File: src/rtl/vad_pkg.sv
// Shared types and constants for the vector angle difference unit.
package vad_pkg;

    localparam int ZW = 26;
    localparam int DW = 28;
    localparam int OW = 17;
    localparam int TABLE_LEN = 24;

    localparam logic [1:0] FUNC_BETWEEN = 2'd0;
    localparam logic [1:0] FUNC_UNSIGNED_DIR = 2'd1;

    localparam logic signed [ZW-1:0] DEG90_Z = ZW'(90 * 65536);
    localparam logic signed [DW-1:0] DEG180 = DW'(180 * 65536);
    localparam logic signed [DW-1:0] DEG360 = DW'(360 * 65536);
    localparam logic signed [DW-1:0] ROUND_HALF = DW'(128);
    localparam logic signed [DW-8-1:0] OUT_LIMIT = (DW-8)'(46080);

    // atan(2^-i) in degrees, 16 fractional bits
    localparam logic [21:0] ATAN_Q16 [TABLE_LEN] = '{
        22'd2949120, 22'd1740967, 22'd919879, 22'd466945,
        22'd234379, 22'd117304, 22'd58666, 22'd29335,
        22'd14668, 22'd7334, 22'd3667, 22'd1833,
        22'd917, 22'd458, 22'd229, 22'd115,
        22'd57, 22'd29, 22'd14, 22'd7,
        22'd4, 22'd2, 22'd1, 22'd0
    };

    typedef struct packed {
        logic       valid;
        logic [1:0] func;
        logic       zero_a;
        logic       zero_b;
    } t_ctl;

endpackage

File: src/rtl/vad_prep.sv
// Input stage: y flip for image modes, guard scaling, quadrant pre-rotation.
module vad_prep #(
    parameter int COORD_WIDTH = 24,
    parameter int XW = 35
) (
    input  logic                          i_clk,
    input  logic                          i_rst_n,
    input  logic                          i_start,
    input  logic [1:0]                    i_func,
    input  logic signed [COORD_WIDTH-1:0] i_first_x,
    input  logic signed [COORD_WIDTH-1:0] i_first_y,
    input  logic signed [COORD_WIDTH-1:0] i_second_x,
    input  logic signed [COORD_WIDTH-1:0] i_second_y,
    output vad_pkg::t_ctl                 o_ctl,
    output logic signed [XW-1:0]          o_x [2],
    output logic signed [XW-1:0]          o_y [2],
    output logic signed [vad_pkg::ZW-1:0] o_z [2]
);
    import vad_pkg::*;

    logic signed [COORD_WIDTH-1:0] in_x [2];
    logic signed [COORD_WIDTH-1:0] in_y [2];
    logic signed [XW-1:0] n_x [2];
    logic signed [XW-1:0] n_y [2];
    logic signed [ZW-1:0] n_z [2];
    logic                 n_zero [2];
    logic signed [XW-1:0] r_x [2];
    logic signed [XW-1:0] r_y [2];
    logic signed [ZW-1:0] r_z [2];
    t_ctl                 r_ctl;

    assign in_x[0] = i_first_x;
    assign in_y[0] = i_first_y;
    assign in_x[1] = i_second_x;
    assign in_y[1] = i_second_y;

    for (genvar v = 0; v < 2; v++) begin : g_vec
        logic signed [XW-1:0] sx;
        logic signed [XW-1:0] sy;
        always_comb begin
            sx = XW'(in_x[v]) <<< 8;
            sy = XW'(in_y[v]) <<< 8;
            if (i_func != FUNC_BETWEEN) begin
                sy = -sy;
            end
            n_zero[v] = (in_x[v] == '0) && (in_y[v] == '0);
            n_x[v] = sx;
            n_y[v] = sy;
            n_z[v] = '0;
            if (sx < 0) begin
                if (sy >= 0) begin
                    n_x[v] = sy;
                    n_y[v] = -sx;
                    n_z[v] = DEG90_Z;
                end else begin
                    n_x[v] = -sy;
                    n_y[v] = sx;
                    n_z[v] = -DEG90_Z;
                end
            end
        end
    end

    always_ff @(posedge i_clk) begin
        if (!i_rst_n) begin
            r_ctl.valid <= 1'b0;
        end else begin
            r_ctl.valid <= i_start;
        end
    end

    always_ff @(posedge i_clk) begin
        r_ctl.func   <= i_func;
        r_ctl.zero_a <= n_zero[0];
        r_ctl.zero_b <= n_zero[1];
        r_x <= n_x;
        r_y <= n_y;
        r_z <= n_z;
    end

    assign o_ctl = r_ctl;
    assign o_x   = r_x;
    assign o_y   = r_y;
    assign o_z   = r_z;

endmodule

File: config.mk
export PLATFORM = sky130hd
export DESIGN_NAME = vad_prep
export DESIGN_NICKNAME = d
export VERILOG_FILES = /design/src/rtl/vad_pkg.sv /design/src/rtl/vad_prep.sv
export SDC_FILE = /design/constraint.sdc
export NUM_CORES = 1
export LEC_CHECK = 0
export BUFFER_PORTS_ARGS = -buffer_cell sky130_fd_sc_hd__buf_4
export CORE_AREA = 2 2 133 135
export DETAILED_ROUTE_END_ITERATION = 8
export DIE_AREA = 0 0 135 137
export GPL_TIMING_DRIVEN = 0
export HOLD_SLACK_MARGIN = 0.02
export PLACE_DENSITY = 0.77
export SYNTH_ARGS = -nofsm -noshare
export SYNTH_HDL_FRONTEND = slang
export SYNTH_SLANG_ARGS = --single-unit
File: constraint.sdc
create_clock -name i_clk -period 3.9 [get_ports i_clk]
set_clock_uncertainty 0.2 [all_clocks]
set_input_delay 0.78 -clock i_clk [delete_from_list [all_inputs] [get_ports i_clk]]
set_output_delay 0.78 -clock i_clk [all_outputs]
set_load 0.03 [all_outputs]
* Word-level counts from Yosys, hierarchy flattened
Cells that the tools add are included.
Operators by class: $add $sub $neg 6, multipliers 0, divide/modulo/power cells 0, magnitude comparators 4, eq/ne operators 0, shift-type cells 0, multiplexer cells 12, bitwise operators 0, reductions and logical operators 7
Operator list (count):
- 2-to-1 mux 35 bit | 10
- negation 32 -> 35 bit | 4
- logical NOT 24 bit | 4
- greater-or-equal comparator 35 x 1 -> 1 bit, second input constant | 2
- negation 35 bit | 2
- less-than comparator 32 x 1 -> 1 bit, second input constant | 2
- 2-to-1 mux 26 bit | 2
- logical AND 1 bit | 2
- nonzero test 2 bit | 1
Storage, ports and cells: register bits 197, latch bits 0, RAM bits 0, bits in read-only memories 0, input bits 101, word-level logic and storage cells 41, memories kept 0

* Depth between registers and ports, before layout
depth in word-level cells 5, depth in mapped cells 15

* Least setup slack after synthesis
No wires, ideal clock.
path type input -> register, start input i_first_y[0], end register r_x, in the netlist o_x[62], data arrival time 3521 ps, slack 58 ps, cell stages on the path 12, path buffers 2, cell sequence clkbuf_1 > inv_1 > ha_1 > or3b_2 > buf_2 > nand2_1 > xnor2_1 > nor4b_1 > nand4_1 > o31ai_1 > xnor2_1 > mux2_2
RTL lines:
- start: declaration | line vad_prep.sv:11 | input logic signed [COORD_WIDTH-1:0] i_first_y,
- end signal: assignment | line vad_prep.sv:76 | r_x <= n_x;
- end: declaration | line vad_prep.sv:27 | logic signed [XW-1:0] r_x [2];

==> flow_summary.json <==
{
  "synth_edf_count": 0,
  "crit_top_cell": "buf_2",
  "drc": 0,
  "initial_core_util": 0.444,
  "leakage_uw": 0.00467,
  "finalCriticalPeriod_ns": 3.76,
  "layout-drive-gt1-share": 0.341,
  "dp_hpwl_mm": 19.2,
  "status": "complete, no violations",
  "io_buffer_count": 225,
  "p_per_area_mw_per_mm2": 428,
  "min_from": "i_func[1]",
  "worstPathArrival_ns": 3.87,
  "die_h_um": 137,
  "cts_hold_buf": 0,
  "fillers": 1511,
  "synth_area_leaders": "dfxtp_1, xnor2_1, buf_4",
  "grt_max_degree": 17,
  "nets": 1337,
  "synth-seq-cells": 119,
  "hold_end": "o_ctl[3]",
  "clockBufferDepth": 2,
  "grtUsageTotal": 0.266,
  "wl_per_cell_um": 17.2,
  "dieArea_mm2": 0.0185,
  "cts_made_buffers": 17,
  "synth_top_area_frac": 0.315,
  "htreeDepth": 4,
  "async_flop_share": 0,
  "vias": 7660,
  "yosys.area.top_type": "dfxtp_1",
  "use_met3": 0.0622,
  "hold_class": "input port to flip-flop",
  "busiest_layer": "met2",
  "path_delay_family": "buffers and inverters",
  "clk_pin_slew_ns": 0.05,
  "fin_cells": 1468,
  "core_mm2": 0.0171,
  "globalplace.congestion": 0.909,
  "tightest_slew_ns": 0.844,
  "max_cap_viol_count": 0,
  "crit_slowest_cell": "clkbuf_1",
  "ys.warnings.count": 0,
  "report.final.slew_viol_count": 0,
  "path_buf_inv": 6,
  "clock-sinks": 119,
  "ir_drop_mv": 0.329,
  "hold_ws_ns": 0.264,
  "critPathKind": "input port to flip-flop",
  "grt_use_met2": 0.476,
  "die_w_um": 135,
  "cp_max_fo": 10,
  "synth.most_common_cell": "dfxtp_1",
  "setup_viol_count_final": 0,
  "cts-root-buf": "clkbuf_16",
  "pin_count": 298,
  "routed_wl_mm": 25.2,
  "ys_seq_area_frac": 0.315,
  "grt_pass1_vias": 7439,
  "fmax_mhz": 266,
  "antenna_found_initial": 1,
  "dp_cells": 1431,
  "max_slew_margin": 0.432,
  "syn2layout_area_growth_pct": 39.9,
  "register_area_mm2": 0.00238,
  "multi_input_area_mm2": 0.00472,
  "ant_nets": 0,
  "crit_path_end_kind": "flip-flop",
  "yosysUniqueCellTypes": 63,
  "tritoncts": "built",
  "critPathLaunchType": "input port",
  "critPathMaxStageDelay_ns": 0.51,
  "viasPerCell": 5.22,
  "use_met1": 0.303,
  "timing.critical_path.cells": "buf_4, buf_2, or2_2, buf_2, clkbuf_2, buf_2, clkbuf_1, o21ai_0, xor2_1, a31oi_1, xnor2_1, mux2_2",
  "hold_viol_final": 0,
  "rows": 48,
  "synth-main-ff-cell": "dfxtp_1",
  "syn_inst": 912,
  "overflow": 0,
  "syn-cell-area_mm2": 0.00757,
  "synth_commonest_cells": "dfxtp_1, nor2_1, buf_4, xnor2_1, a21oi_1",
  "grt_pass1_wl_mm": 38.5,
  "first_pass_iters": 7,
  "drtIter0Drc": 587,
  "critPathRequiredTime_ns": 4.01,
  "whs_path_depth": 1,
  "avgSynthCellArea_um2": 8.30,
  "min_period_over_period": 0.963
}
through the flow:
stage                     utilization  total power [µW]  cell area, µm²  worst slack, ns  setup TNS, ns
final                           0.621              4530           10600            0.143              0
after global routing            0.621              4710           10600         -0.00445       -0.00445
after CTS                       0.614              4520           10500           0.0122              0
after detailed placement        0.574              2880            9800            -1.04         -48.82
after global placement          0.574              2870            9800            -1.06         -49.47
after floorplan                     -              2370            7830           0.0583              0
cell type report:
type | count | area share
clock buffers | 20 | 0.0431
diodes | 1 | 0.000236
multi-input cells | 714 | 0.446
repair buffers | 230 | 0.163
clock inverters | 11 | 0.0142
inverters | 23 | 0.00815
plain buffers | 125 | 0.0739
flip-flops and latches | 119 | 0.225
well taps | 225 | 0.0266
cell usage in the layout (no fill, tap or decap), types with 5 or more instances in the layout:
cell	Yosys	final
a21oi_1	60	60
a31oi_1	10	10
and3_1	5	5
buf_2	7	10
buf_4	78	308
clkbuf_1	36	30
clkbuf_16	0	17
clkbuf_2	0	6
clkinvlp_4	0	5
conb_1	1	70
dfxtp_1	119	119
inv_1	22	21
mux2_2	39	39
mux2i_1	19	19
nand2_1	48	48
nand3_1	14	14
nand4_1	7	7
nor2_1	90	90
nor3_1	26	25
nor4_1	17	16
o21ai_0	49	49
o31ai_1	25	24
or2_2	6	6
or3_1	15	15
or4_1	10	10
xnor2_1	78	78
xor2_1	45	45
report_power, final:
| part | internal (µW) | total (µW) | switching, µW |
|---|---|---|---|
| registers | 1370 | 1420 | 47.7 |
| clock network | 1030 | 1630 | 600 |
| logic | 578 | 1480 | 906 |
logic make-up (layout without fill, tap and decap cells):
family,after synthesis,after routing,synth area share
flip-flops,119,119,0.315
multiplexers,58,58,0.0832
AO/OA/AOI/OAI,186,186,0.153
XOR/XNOR,123,123,0.142
AND/OR/NAND/NOR,271,271,0.183
adder cells (fa/ha/maj),6,6,0.00992
buffers and inverters,148,409,0.113
other,1,71,0.000495
worst max path at each step:
stage,start,to,slack [ns],cells past startpoint
after detailed placement,i_func[1],o_x[65],-1.04,12
final,i_func[0],o_x[50],0.14,12
after global placement,i_func[0],o_x[65],-1.06,12
after CTS,i_first_y[0],o_y[45],0.01,15
after global routing,i_first_y[0],o_x[65],-0.004,12
after floorplan,i_first_y[0],o_x[62],0.06,12
flip-flops by register name, summed over array words and instances (netlist names):
| register | flops |
|---|---|
| o_x | 54 |
| o_y | 54 |
| o_z | 6 |
| o_ctl | 5 |
routing by layer:
metal  vias to the layer above  routed length (µm)
met5                         -                   0
met4                         0                 714
met3                        61                2120
met2                       384               12500
met1                      3524                9900
li1                       3691                   -
repair_timing:
| action | CTS | global route |
|---|---|---|
| gates resized for setup | 14 | 21 |
| pin swaps | 0 | 2 |
| setup endpoints to repair | 60 | 53 |
| buffers inserted | 2 | 3 |
Power figures use the tool's default switching activity.
