[src/rtl/vad_pkg.sv]
// Shared types and constants for the vector angle difference unit.
package vad_pkg;

    localparam int ZW = 26;
    localparam int DW = 28;
    localparam int OW = 17;
    localparam int TABLE_LEN = 24;

    localparam logic [1:0] FUNC_BETWEEN = 2'd0;
    localparam logic [1:0] FUNC_UNSIGNED_DIR = 2'd1;

    localparam logic signed [ZW-1:0] DEG90_Z = ZW'(90 * 65536);
    localparam logic signed [DW-1:0] DEG180 = DW'(180 * 65536);
    localparam logic signed [DW-1:0] DEG360 = DW'(360 * 65536);
    localparam logic signed [DW-1:0] ROUND_HALF = DW'(128);
    localparam logic signed [DW-8-1:0] OUT_LIMIT = (DW-8)'(46080);

    // atan(2^-i) in degrees, 16 fractional bits
    localparam logic [21:0] ATAN_Q16 [TABLE_LEN] = '{
        22'd2949120, 22'd1740967, 22'd919879, 22'd466945,
        22'd234379, 22'd117304, 22'd58666, 22'd29335,
        22'd14668, 22'd7334, 22'd3667, 22'd1833,
        22'd917, 22'd458, 22'd229, 22'd115,
        22'd57, 22'd29, 22'd14, 22'd7,
        22'd4, 22'd2, 22'd1, 22'd0
    };

    typedef struct packed {
        logic       valid;
        logic [1:0] func;
        logic       zero_a;
        logic       zero_b;
    } t_ctl;

endpackage

[src/rtl/vad_combine.sv]
// Angle combination, folding, rounding to Q8.8 and clamping over four stages.
module vad_combine (
    input  logic                          i_clk,
    input  logic                          i_rst_n,
    input  vad_pkg::t_ctl                 i_ctl,
    input  logic signed [vad_pkg::ZW-1:0] i_z [2],
    output logic                          o_valid,
    output logic signed [vad_pkg::OW-1:0] o_angle_deg
);
    import vad_pkg::*;

    logic signed [DW-1:0] e1, e2, p, q;
    logic signed [DW-1:0] n_da, n_db, n_dc;
    logic signed [DW-8-1:0] rnd;
    logic signed [OW-1:0] n_out;
    logic signed [DW-1:0] r_da, r_db, r_dc;
    logic [1:0]           r_fa, r_fb;
    logic [3:0]           r_vld;
    logic signed [OW-1:0] r_out;

    // stage A: difference, magnitude for the unsigned between mode
    always_comb begin
        e1 = i_ctl.zero_a ? '0 : DW'(i_z[0]);
        e2 = i_ctl.zero_b ? '0 : DW'(i_z[1]);
        p  = e1 - e2;
        q  = e2 - e1;
        if (i_ctl.func == FUNC_BETWEEN) begin
            n_da = p[DW-1] ? q : p;
        end else begin
            n_da = q;
        end
    end

    // stage B: fold to 0..180 or reduce modulo 360
    always_comb begin
        if (r_fa == FUNC_BETWEEN) begin
            n_db = (r_da >= DEG180) ? DEG360 - r_da : r_da;
        end else if (r_da < 0) begin
            n_db = r_da + DEG360;
        end else if (r_da >= DEG360) begin
            n_db = r_da - DEG360;
        end else begin
            n_db = r_da;
        end
    end

    // stage C: direction folding
    always_comb begin
        n_dc = r_db;
        if (r_fb != FUNC_BETWEEN && r_db > DEG180) begin
            n_dc = r_db - ((r_fb == FUNC_UNSIGNED_DIR) ? DEG180 : DEG360);
        end
    end

    // stage D: round and clamp
    always_comb begin
        rnd = (DW-8)'((r_dc + ROUND_HALF) >>> 8);
        if (rnd > OUT_LIMIT) begin
            n_out = OW'(OUT_LIMIT);
        end else if (rnd < -OUT_LIMIT) begin
            n_out = OW'(-OUT_LIMIT);
        end else begin
            n_out = OW'(rnd);
        end
    end

    always_ff @(posedge i_clk) begin
        if (!i_rst_n) begin
            r_vld <= '0;
        end else begin
            r_vld <= {r_vld[2:0], i_ctl.valid};
        end
    end

    always_ff @(posedge i_clk) begin
        r_da  <= n_da;
        r_fa  <= i_ctl.func;
        r_db  <= n_db;
        r_fb  <= r_fa;
        r_dc  <= n_dc;
        r_out <= n_out;
    end

    assign o_valid     = r_vld[3];
    assign o_angle_deg = r_out;

endmodule
[config.mk]
export PLATFORM = sky130hd
export DESIGN_NAME = vad_combine
export DESIGN_NICKNAME = d
export VERILOG_FILES = /design/src/rtl/vad_pkg.sv /design/src/rtl/vad_combine.sv
export SDC_FILE = /design/constraint.sdc
export NUM_CORES = 1
export LEC_CHECK = 0
export ABC_AREA = 1
export BUFFER_PORTS_ARGS = -buffer_cell sky130_fd_sc_hd__buf_4
export CORE_MARGIN = 1.5
export CORE_UTILIZATION = 55
export DETAILED_ROUTE_END_ITERATION = 10
export PLACE_DENSITY = 0.78
export SYNTH_ARGS = -nofsm -noshare
export SYNTH_HDL_FRONTEND = slang
export SYNTH_SLANG_ARGS = --single-unit
[constraint.sdc]
create_clock -name i_clk -period 2.4 [get_ports i_clk]
set_input_delay 0.12 -clock i_clk [delete_from_list [all_inputs] [get_ports i_clk]]
set_output_delay 0.12 -clock i_clk [all_outputs]
set_load 0.03 [all_outputs]
-- After elaboration in Yosys (flattened, before gate mapping)
Index checks and enable logic that the tools add are counted.
W data, S select, Z words.
- flip-flop bits (word level): 109
- bits of input ports: 59
- output and inout bits: 18
- logic and storage cells: 38
- add/subtract/negate cells: 7
- $lt $le $gt $ge: 6
- eq/ne operators: 1
- muxes and demuxes: 11
- reductions and logical operators: 5
- operator list (operator ; number):
    $mux W28 ; 9
    $sub A28 B28 Y28 ; 2
    $add A28 B26 Y28 const B ; 1
    $add A28 B9 Y28 const B ; 1
    $ge A28 B25 Y1 const B ; 1
    $ge A28 B26 Y1 const B ; 1
    $gt A28 B25 Y1 const B ; 1
    $lt A28 B1 Y1 const B ; 1
    $sub A26 B28 Y28 const A ; 1
    $sub A28 B26 Y28 ; 1
    $sub A28 B26 Y28 const B ; 1
    $mux W25 ; 1
    $gt A20 B17 Y1 const B ; 1
    $lt A20 B17 Y1 const B ; 1
    $mux W17 ; 1
    $logic_not A2 Y1 ; 2
    $eq A2 B1 Y1 const B ; 1
    $reduce_bool A2 Y1 ; 1
    $reduce_or A2 Y1 ; 1
    $logic_and A1 B1 Y1 ; 1

-- Logic depth before layout (Yosys ltp)
Gate-level depths: netlist of run 1.
- depth in word-level cells: 4
- mapped depth: 19
- gate-level depth less buffers: 17

-- Worst setup path after synthesis of run 1
OpenSTA, ideal clock, no wires.
- kind: input-to-reg
- start: in i_ctl[1] in the netlist's numbering
- end: reg r_da[12]
- arrival: 2.287 ns
- data required time: 2.344 ns
- path slack: 0.057 ns
- stages on the path: 17
- path through: clkinv_1 clkbuf_1 nand2_1 inv_1 ha_1 inv_1 fa_1 nand3_1 nand2_1 a21boi_1 o21ai_0 a21oi_1 xor2_1 inv_1 nand2_1 nand2_1 inv_1
- cells in the longest elaborated chain, start to end: 4
- ends and longest elaborated chain (item ; RTL line ; RTL):
    start: declaration ; vad_combine.sv:5 ; input vad_pkg::t_ctl i_ctl,
    $mux W28 * ; vad_combine.sv:23 ; e1 = i_ctl.zero_a ? '0 : DW'(i_z[0]);
    $sub A28 B28 Y28, on equally long branches ; vad_combine.sv:25, vad_combine.sv:26 ;
    $mux W28 ; vad_combine.sv:28 ; n_da = p[DW-1] ? q : p;
    $mux W28 * ; vad_combine.sv:27 ; if (i_ctl.func == FUNC_BETWEEN) begin
    via n_da[12] ; vad_combine.sv:13 ; logic signed [DW-1:0] n_da, n_db, n_dc;
    end signal: assignment ; vad_combine.sv:76 ; r_da <= n_da;
    end: declaration ; vad_combine.sv:16 ; logic signed [DW-1:0] r_da, r_db, r_dc;
Mark *: on every way through the listed nets, which the timed path passes. The rest lies on a longest branch.
A chain may end at the register's enable or synchronous reset.

-- Worst setup path after layout of run 1
- start: reg r_fb[0]
- end: reg r_dc[25]
- cells in the longest elaborated chain, start to end: 4
- ends and longest elaborated chain (item ; RTL line ; RTL):
    start: declaration ; vad_combine.sv:17 ; logic [1:0] r_fa, r_fb;
    start signal: assignment ; vad_combine.sv:79 ; r_fb <= r_fa;
    $eq A2 B1 Y1 ; vad_combine.sv:51 ; n_dc = r_db - ((r_fb == FUNC_UNSIGNED_DIR) ? DEG180 : DEG360);
    $mux W25 ; vad_combine.sv:51 ;
    $sub A28 B26 Y28 ; vad_combine.sv:51 ;
    $mux W28 * ; vad_combine.sv:50 ; if (r_fb != FUNC_BETWEEN && r_db > DEG180) begin
    via n_dc[25] ; vad_combine.sv:13 ;
    end signal: assignment ; vad_combine.sv:80 ; r_dc <= n_dc;
    end: declaration ; vad_combine.sv:16 ;
Marks and branches as above.

==> results.py, run 1 <==
metrics = {
    "synth": {
        "syn_avg_cell_area_sq_um": 6.39,
        "synthFlopType": "dfxtp_1",
        "syn_nets": 1459,
        "synth_area_leaders": "dfxtp_1, nand2_1, ha_1, inv_1, xor2_1",
        "synthArstFlopShare_pct": 0,
        "yosysWarningCount": 0,
        "synth.distinct_cells": 49,
        "syn_inst": 1333,
        "syn_area_sq_um": 8510,
        "ys_seq_elements": 102,
        "synth_top_area_share_pct": 24.0,
        "synth_top_area_cell": "dfxtp_1",
        "synth_seq_area_share_pct": 24.0,
        "synth_edf_count": 0,
    },
    "critical_path": {
        "worstSetupStartpointType": "register",
        "worstPathCellList": "inv_1 -> nor2_2 -> inv_1 -> ha_1 -> a21o_1 -> a31oi_1 -> o21ai_0 -> nand3_1 -> nand2_1 -> o21ai_0 -> nand2_1",
        "crit_family": "compound AO/OA/AOI/OAI gates",
        "critPathRequiredTime_ps": 2640,
        "critical_path_class": "reg -> reg",
        "endpoint_kind": "register",
        "arrival_ps": 2460,
        "cp_max_fo": 5,
        "critPathBufInv": 2,
        "slowest_stage": "ha_1",
        "max_stage_delay_ps": 360,
    },
    "layout": {
        "area_delta_synth_final_pct": 22.4,
        "layout-drive-gt1-share_pct": 17.3,
        "stdcell_count": 1697,
        "multi_input_area_sq_um": 5580,
        "nets": 1630,
        "nFillCells": 1363,
        "seqCellArea_sq_um": 2040,
        "diodes": 0,
    },
    "timing": {
        "slew_viol_final": 0,
        "slew_headroom_pct": 68.3,
        "finalCritPeriodShare_pct": 92.5,
        "setup_viol_count_final": 0,
        "hold_viol_final": 0,
        "fin_skew_ps": 6.08,
        "period_needed_ps": 2220,
        "rsz0062_at_grt": "false",
        "clock.fmax_mhz": 451,
        "tightest_slew_ps": 471,
    },
    "power_and_ir_drop": {
        "p_int_mw": 5.01,
        "power_frac_seq_pct": 31.7,
        "p_total_mw": 8.96,
        "comb_power_share_pct": 50.3,
        "p_per_area_nw_per_um2": 859,
        "peakVddDrop_mv": 0.475,
        "leakage_nw": 5.55,
        "switching_power_mw": 3.94,
        "clockPowerShare_pct": 18.0,
        "p_sw_share_pct": 44.0,
    },
    "worst_hold_path": {
        "min_path_type": "in -> reg",
    },
    "outcome": {
        "status": "completed",
    },
    "die": {
        "die_h_um": 127,
        "die_x_um": 127,
        "core-area_sq_um": 15100,
        "start_util_pct": 56.2,
        "die-area_sq_um": 16200,
        "rows": 45,
        "ios": 77,
    },
    "global_routing": {
        "grt_pass1_vias": 8566,
        "antenna_found_initial": 0,
        "overflow": 0,
        "grt_max_degree": 27,
        "grt_pass1_wl_um": 38700,
        "grt_util_all_layers_pct": 29.6,
    },
    "route": {
        "drt-pass1-iter-count": 6,
        "vias": 8930,
        "postRouteAntennaNets": 0,
        "viasPerCell": 5.26,
        "routed_wl_um": 23800,
        "routedWlPerCell_um": 14.0,
        "drtIter0Drc": 426,
        "drcViolationCount": 0,
    },
    "cts": {
        "post_cts_buffers": 0,
        "clock_path_buffers": 2,
        "cts_root_buf": "clkbuf_16",
        "path_clk_slew_ps": 70,
        "htreeDepth": 3,
        "insertion_delay_ps": 350,
        "clkSinkCount": 102,
        "cts_tree": "done",
        "cts_buffers": 9,
    },
    "placed_design": {
        "gp_congestion": 0.994,
        "post-dp-hpwl_um": 19700,
        "io_buffers": 76,
        "dp_cells": 1676,
    },
    "flow_run": {
        "drv_cap": 0,
    },
}
-- power by group through the flow --
stage | Sequential, mW | Combinational, mW | Clock [mW]
floorplan | 2.98 | 2.85 | 0
global placement | 2.84 | 4.38 | 0
detailed placement | 2.86 | 4.44 | 0
CTS | 2.83 | 4.47 | 1.64
global route | 2.90 | 5.00 | 1.70
finish | 2.84 | 4.50 | 1.61
-- area by class of cell --
class	instances	share of cell area [%]
multi-input combinational	1009	53.5
inverter	185	6.66
clock buffer	10	2.20
tap	188	2.26
sequential	102	19.6
timing repair buffer	197	14.8
clock inverter	6	0.961
-- registers in the layout (all words and copies together) (netlist names) --
register     cells
o_angle_deg     17
r_da            28
r_db            28
r_dc            21
r_fa             2
r_fb             2
r_vld            4
-- cell usage after synthesis, drive strengths merged, types with 3 or more instances --
cell type and instances:
a21boi 5, a21o 6, a21oi 75, a31oi 10, buf 15, clkbuf 22, clkinv 5, dfxtp 102
fa 3, ha 64, inv 180, nand2 397, nand3 81, nand4 24, nor2 139, nor3 13
nor4 6, o211ai 6, o21a 3, o21ai 77, o21bai 11, or2 3, xnor2 21, xor2 57
-- final timing paths --
path	cells past startpoint	start	slack (ps)	to
setup / recovery	11	r_fb[0]	180	r_dc[25]
hold reg to reg	0	r_db[17]	350	r_dc[17]
setup reg to reg	11	r_fb[0]	180	r_dc[25]
hold / removal	5	i_z[0]	160	r_da[0]
-- layer usage --
metal	global-route usage, %	part of all wire (%)	up-vias
met5	0	0	-
met4	14.2	3.7	0
met3	2.39	4.5	64
met2	57.3	52	299
met1	32.2	40	3989
li1	-	-	4578
-- cell usage in the layout, fill, tap and decap left out, drive strengths merged, types with 10 or more instances in the layout --
cell type,instances
buf,192
nand3,81
ha,64
inv,183
xnor2,21
nand4,24
nand2,397
dfxtp,102
xor2,57
clkbuf,10
o21ai,77
o21bai,11
a21oi,75
nor3,13
a31oi,10
nor2,139
-- tightest hold or removal path: cells and delay by family --
kind,cells,cell delay [ps]
buffers and inverters,3,160
adders and majority gates,1,130
and+or+nand+nor,1,60
-- through the flow --
stage | setup TNS [ps] | hold slack (ps) | utilization, % | instance area [sq um] | setup WS, ps
global placement | -332 | 243 | 66.3 | 10000 | -73.9
global route | 0 | 216 | 68.8 | 10400 | 9.59
floorplan | 0 | 148 | - | 8510 | 57.4
detailed placement | -1220 | 238 | 66.3 | 10000 | -80.5
finish | 0 | 162 | 68.8 | 10400 | 181
CTS | 0 | 162 | 68.8 | 10400 | 106
-- logic make-up (layout without fill, tap and decap cells) --
| family | count (synthesis) | after routing | synth area share [%] |
|---|---|---|---|
| mux | 1 | 1 | 0.118 |
| compound gates | 198 | 198 | 13.2 |
| flops | 102 | 102 | 24.0 |
| xor+xnor | 78 | 78 | 8.03 |
| simple gates | 665 | 665 | 34.0 |
| fa+ha+maj | 67 | 67 | 10.1 |
| buf+inv | 222 | 398 | 10.5 |
-- timing repair --
item,4_1_cts,5_1_grt
hold endpoints to repair,6,0
hold buffers,5,0
endpoints found under the setup margin,0,3
resized for setup,0,1
(Power assumes the default switching activity.)
==> run 2, diff against run 1 <==
- REMOVE_ABC_BUFFERS: default -> 1
- clock period: 2.4 -> 2 ns (I/O delays scaled with it)
==> results.py, run 2 (synthesis results as in run 1) <==
metrics = {
    "outcome": {
        "violations": "negative setup slack",
        "status": "finished with violations",
    },
    "route": {
        "vias": 10200,
        "routedWlPerCell_um": 16.5,
        "postRouteAntennaNets": 0,
        "drt-pass1-iter-count": 7,
        "drtIter0Drc": 780,
        "routed_wl_um": 30700,
        "drcViolationCount": 0,
        "viasPerCell": 5.46,
    },
    "die": {
        "die-area_sq_um": 16200,
        "start_util_pct": 56.2,
        "ios": 77,
        "die_x_um": 127,
        "rows": 45,
        "core-area_sq_um": 15100,
        "die_h_um": 127,
    },
    "timing": {
        "rsz0062_at_grt": "true",
        "setup_viol_count_final": 21,
        "hold_viol_final": 0,
        "tightest_slew_ps": 613,
        "fin_ws_ps": -577,
        "slew_headroom_pct": 59.0,
        "period_needed_ps": 2580,
        "fin_skew_ps": 9.30,
        "clock.fmax_mhz": 388,
        "slew_viol_final": 0,
        "finalCritPeriodShare_pct": 129,
    },
    "layout": {
        "final_common_cell": "nand2_1",
        "layout-drive-gt1-share_pct": 34.6,
        "final_core_util_pct": 82.1,
        "area_delta_synth_final_pct": 46.0,
        "layout_common_cells": "nand2_1, buf_4, inv_1",
        "stdcell_count": 1862,
        "nets": 1795,
        "fin_area_sq_um": 12400,
        "diodes": 0,
        "top_regs": "r_da: 28 flops, r_db: 28 flops, r_dc: 21 flops",
    },
    "cts": {
        "htreeDepth": 3,
        "cts_buffers": 9,
        "clkSinkCount": 102,
        "cts_tree": "done",
        "path_clk_slew_ps": 80,
        "cts_root_buf": "clkbuf_16",
        "insertion_delay_ps": 360,
        "clock_path_buffers": 2,
    },
    "placed_design": {
        "dp_cells": 1818,
        "postPlaceCellArea_sq_um": 11100,
        "gp_congestion": 0.955,
        "post-dp-hpwl_um": 21300,
        "io_buffers": 76,
    },
    "power_and_ir_drop": {
        "p_int_mw": 6.89,
        "switching_power_mw": 5.78,
        "power_frac_seq_pct": 27.4,
        "p_sw_share_pct": 45.6,
        "peakVddDrop_mv": 0.636,
        "comb_power_share_pct": 57.7,
        "clockPowerShare_pct": 14.9,
        "p_per_area_nw_per_um2": 1020,
        "leakage_nw": 6.44,
    },
    "global_routing": {
        "overflow": 0,
        "grt_util_all_layers_pct": 33.0,
        "grt_max_degree": 27,
        "grt_pass1_vias": 9456,
        "grt_pass1_wl_um": 42900,
        "antenna_found_initial": 0,
    },
    "critical_path": {
        "crit_end": "o_angle_deg[6]",
        "startpoint": "r_dc[11]",
        "critPathRequiredTime_ps": 2300,
        "cp_max_fo": 8,
        "rr_endpoint": "o_angle_deg[6]",
        "arrival_ps": 2870,
        "critical_path_class": "reg -> reg",
        "endpoint_kind": "register",
        "worstSetupStartpointType": "register",
        "worst_r2r_path_depth": 10,
        "rrSetupSlack_ps": -580,
        "reg2reg_from": "r_dc[11]",
    },
    "worst_hold_path": {
        "min_path_type": "in -> reg",
    },
    "flow_run": {
        "drv_cap": 0,
    },
}
-- run 2: cell types whose count changed in the layout (fill, tap and decap cells not counted), moves of 13 or more --
cell	change
a21oi_1	-21
a21oi_2	+16
buf_4	+163
ha_1	-18
ha_4	+16
nand2_1	-29
nand2_2	+28
nor2_1	-30
nor2_2	+16
nor2_4	+14
o21ai_0	-21
o21ai_1	+13
-- run 2: layout make-up --
class                      instances  area [sq um]
tap                              188           235
clock inverter                     6          86.3
timing repair buffer             361          2760
sequential                       102          2050
multi-input combinational       1010          6360
fill                             987          2720
clock buffer                      10           239
inverter                         185           694
-- run 2: per-layer routing --
layer  GRT usage, %  share of wire [%]  vias up
li1               -                  -     4917
met3           3.39                5.6      172
met5              0                  0        -
met2           65.1                 51      487
met4           15.8                6.2        0
met1           34.5                 37     4594
-- run 2: what timing repair did --
item                                   CTS  global route
setup buffers                            4            19
gates cloned                             1             0
hold buffers                             4             0
resized for setup                       60           146
endpoints found under the hold margin    6             0
setup endpoints to repair               51            58
pin swaps                               16            44
-- run 2: how the worst min path moves through the flow --
stage                        start  endpoint  slack [ps]  depth (start not counted)
after floorplan           i_ctl[2]   r_fa[0]         130                          0
after global placement    i_ctl[2]   r_fa[0]         210                          1
after detailed placement  i_ctl[3]   r_fa[1]         220                          1
after CTS                   i_z[0]   r_da[0]         140                          5
after global routing        i_z[0]   r_da[0]         160                          5
final                       i_z[0]   r_da[0]         140                          5
-- run 2: stage by stage --
step                      total power [mW]  worst slack, ps  setup TNS, ps  hold slack (ps)
after floorplan                       6.93             -797         -17030              128
after detailed placement              9.39             -546         -13340              215
after global routing                  13.5             -712         -11930              164
after global placement                9.25             -480         -11340              213
final                                 12.7             -577          -8660              140
after CTS                             11.5            0.785              0              140
-- run 2: power by group through the flow --
stage               combinational [mW]  clock, mW  sequential [mW]
global route                      7.93       1.99             3.53
CTS                               6.26       1.87             3.35
detailed placement                6.01          0             3.38
global placement                  5.89          0             3.36
floorplan                         3.32          0             3.62
finish                            7.31       1.89             3.47
-- run 2: worst max-delay path, stage by stage, from the launching register on --
cell and delay [ps]:
dfxtp_1 420, nand2_1 200, nor2_2 210, nand2_1 130, xor2_1 360, nand4_1 160, nor2_1 410, nand3_2 180
nand3_4 220, nand2_8 110, nor2_4 110
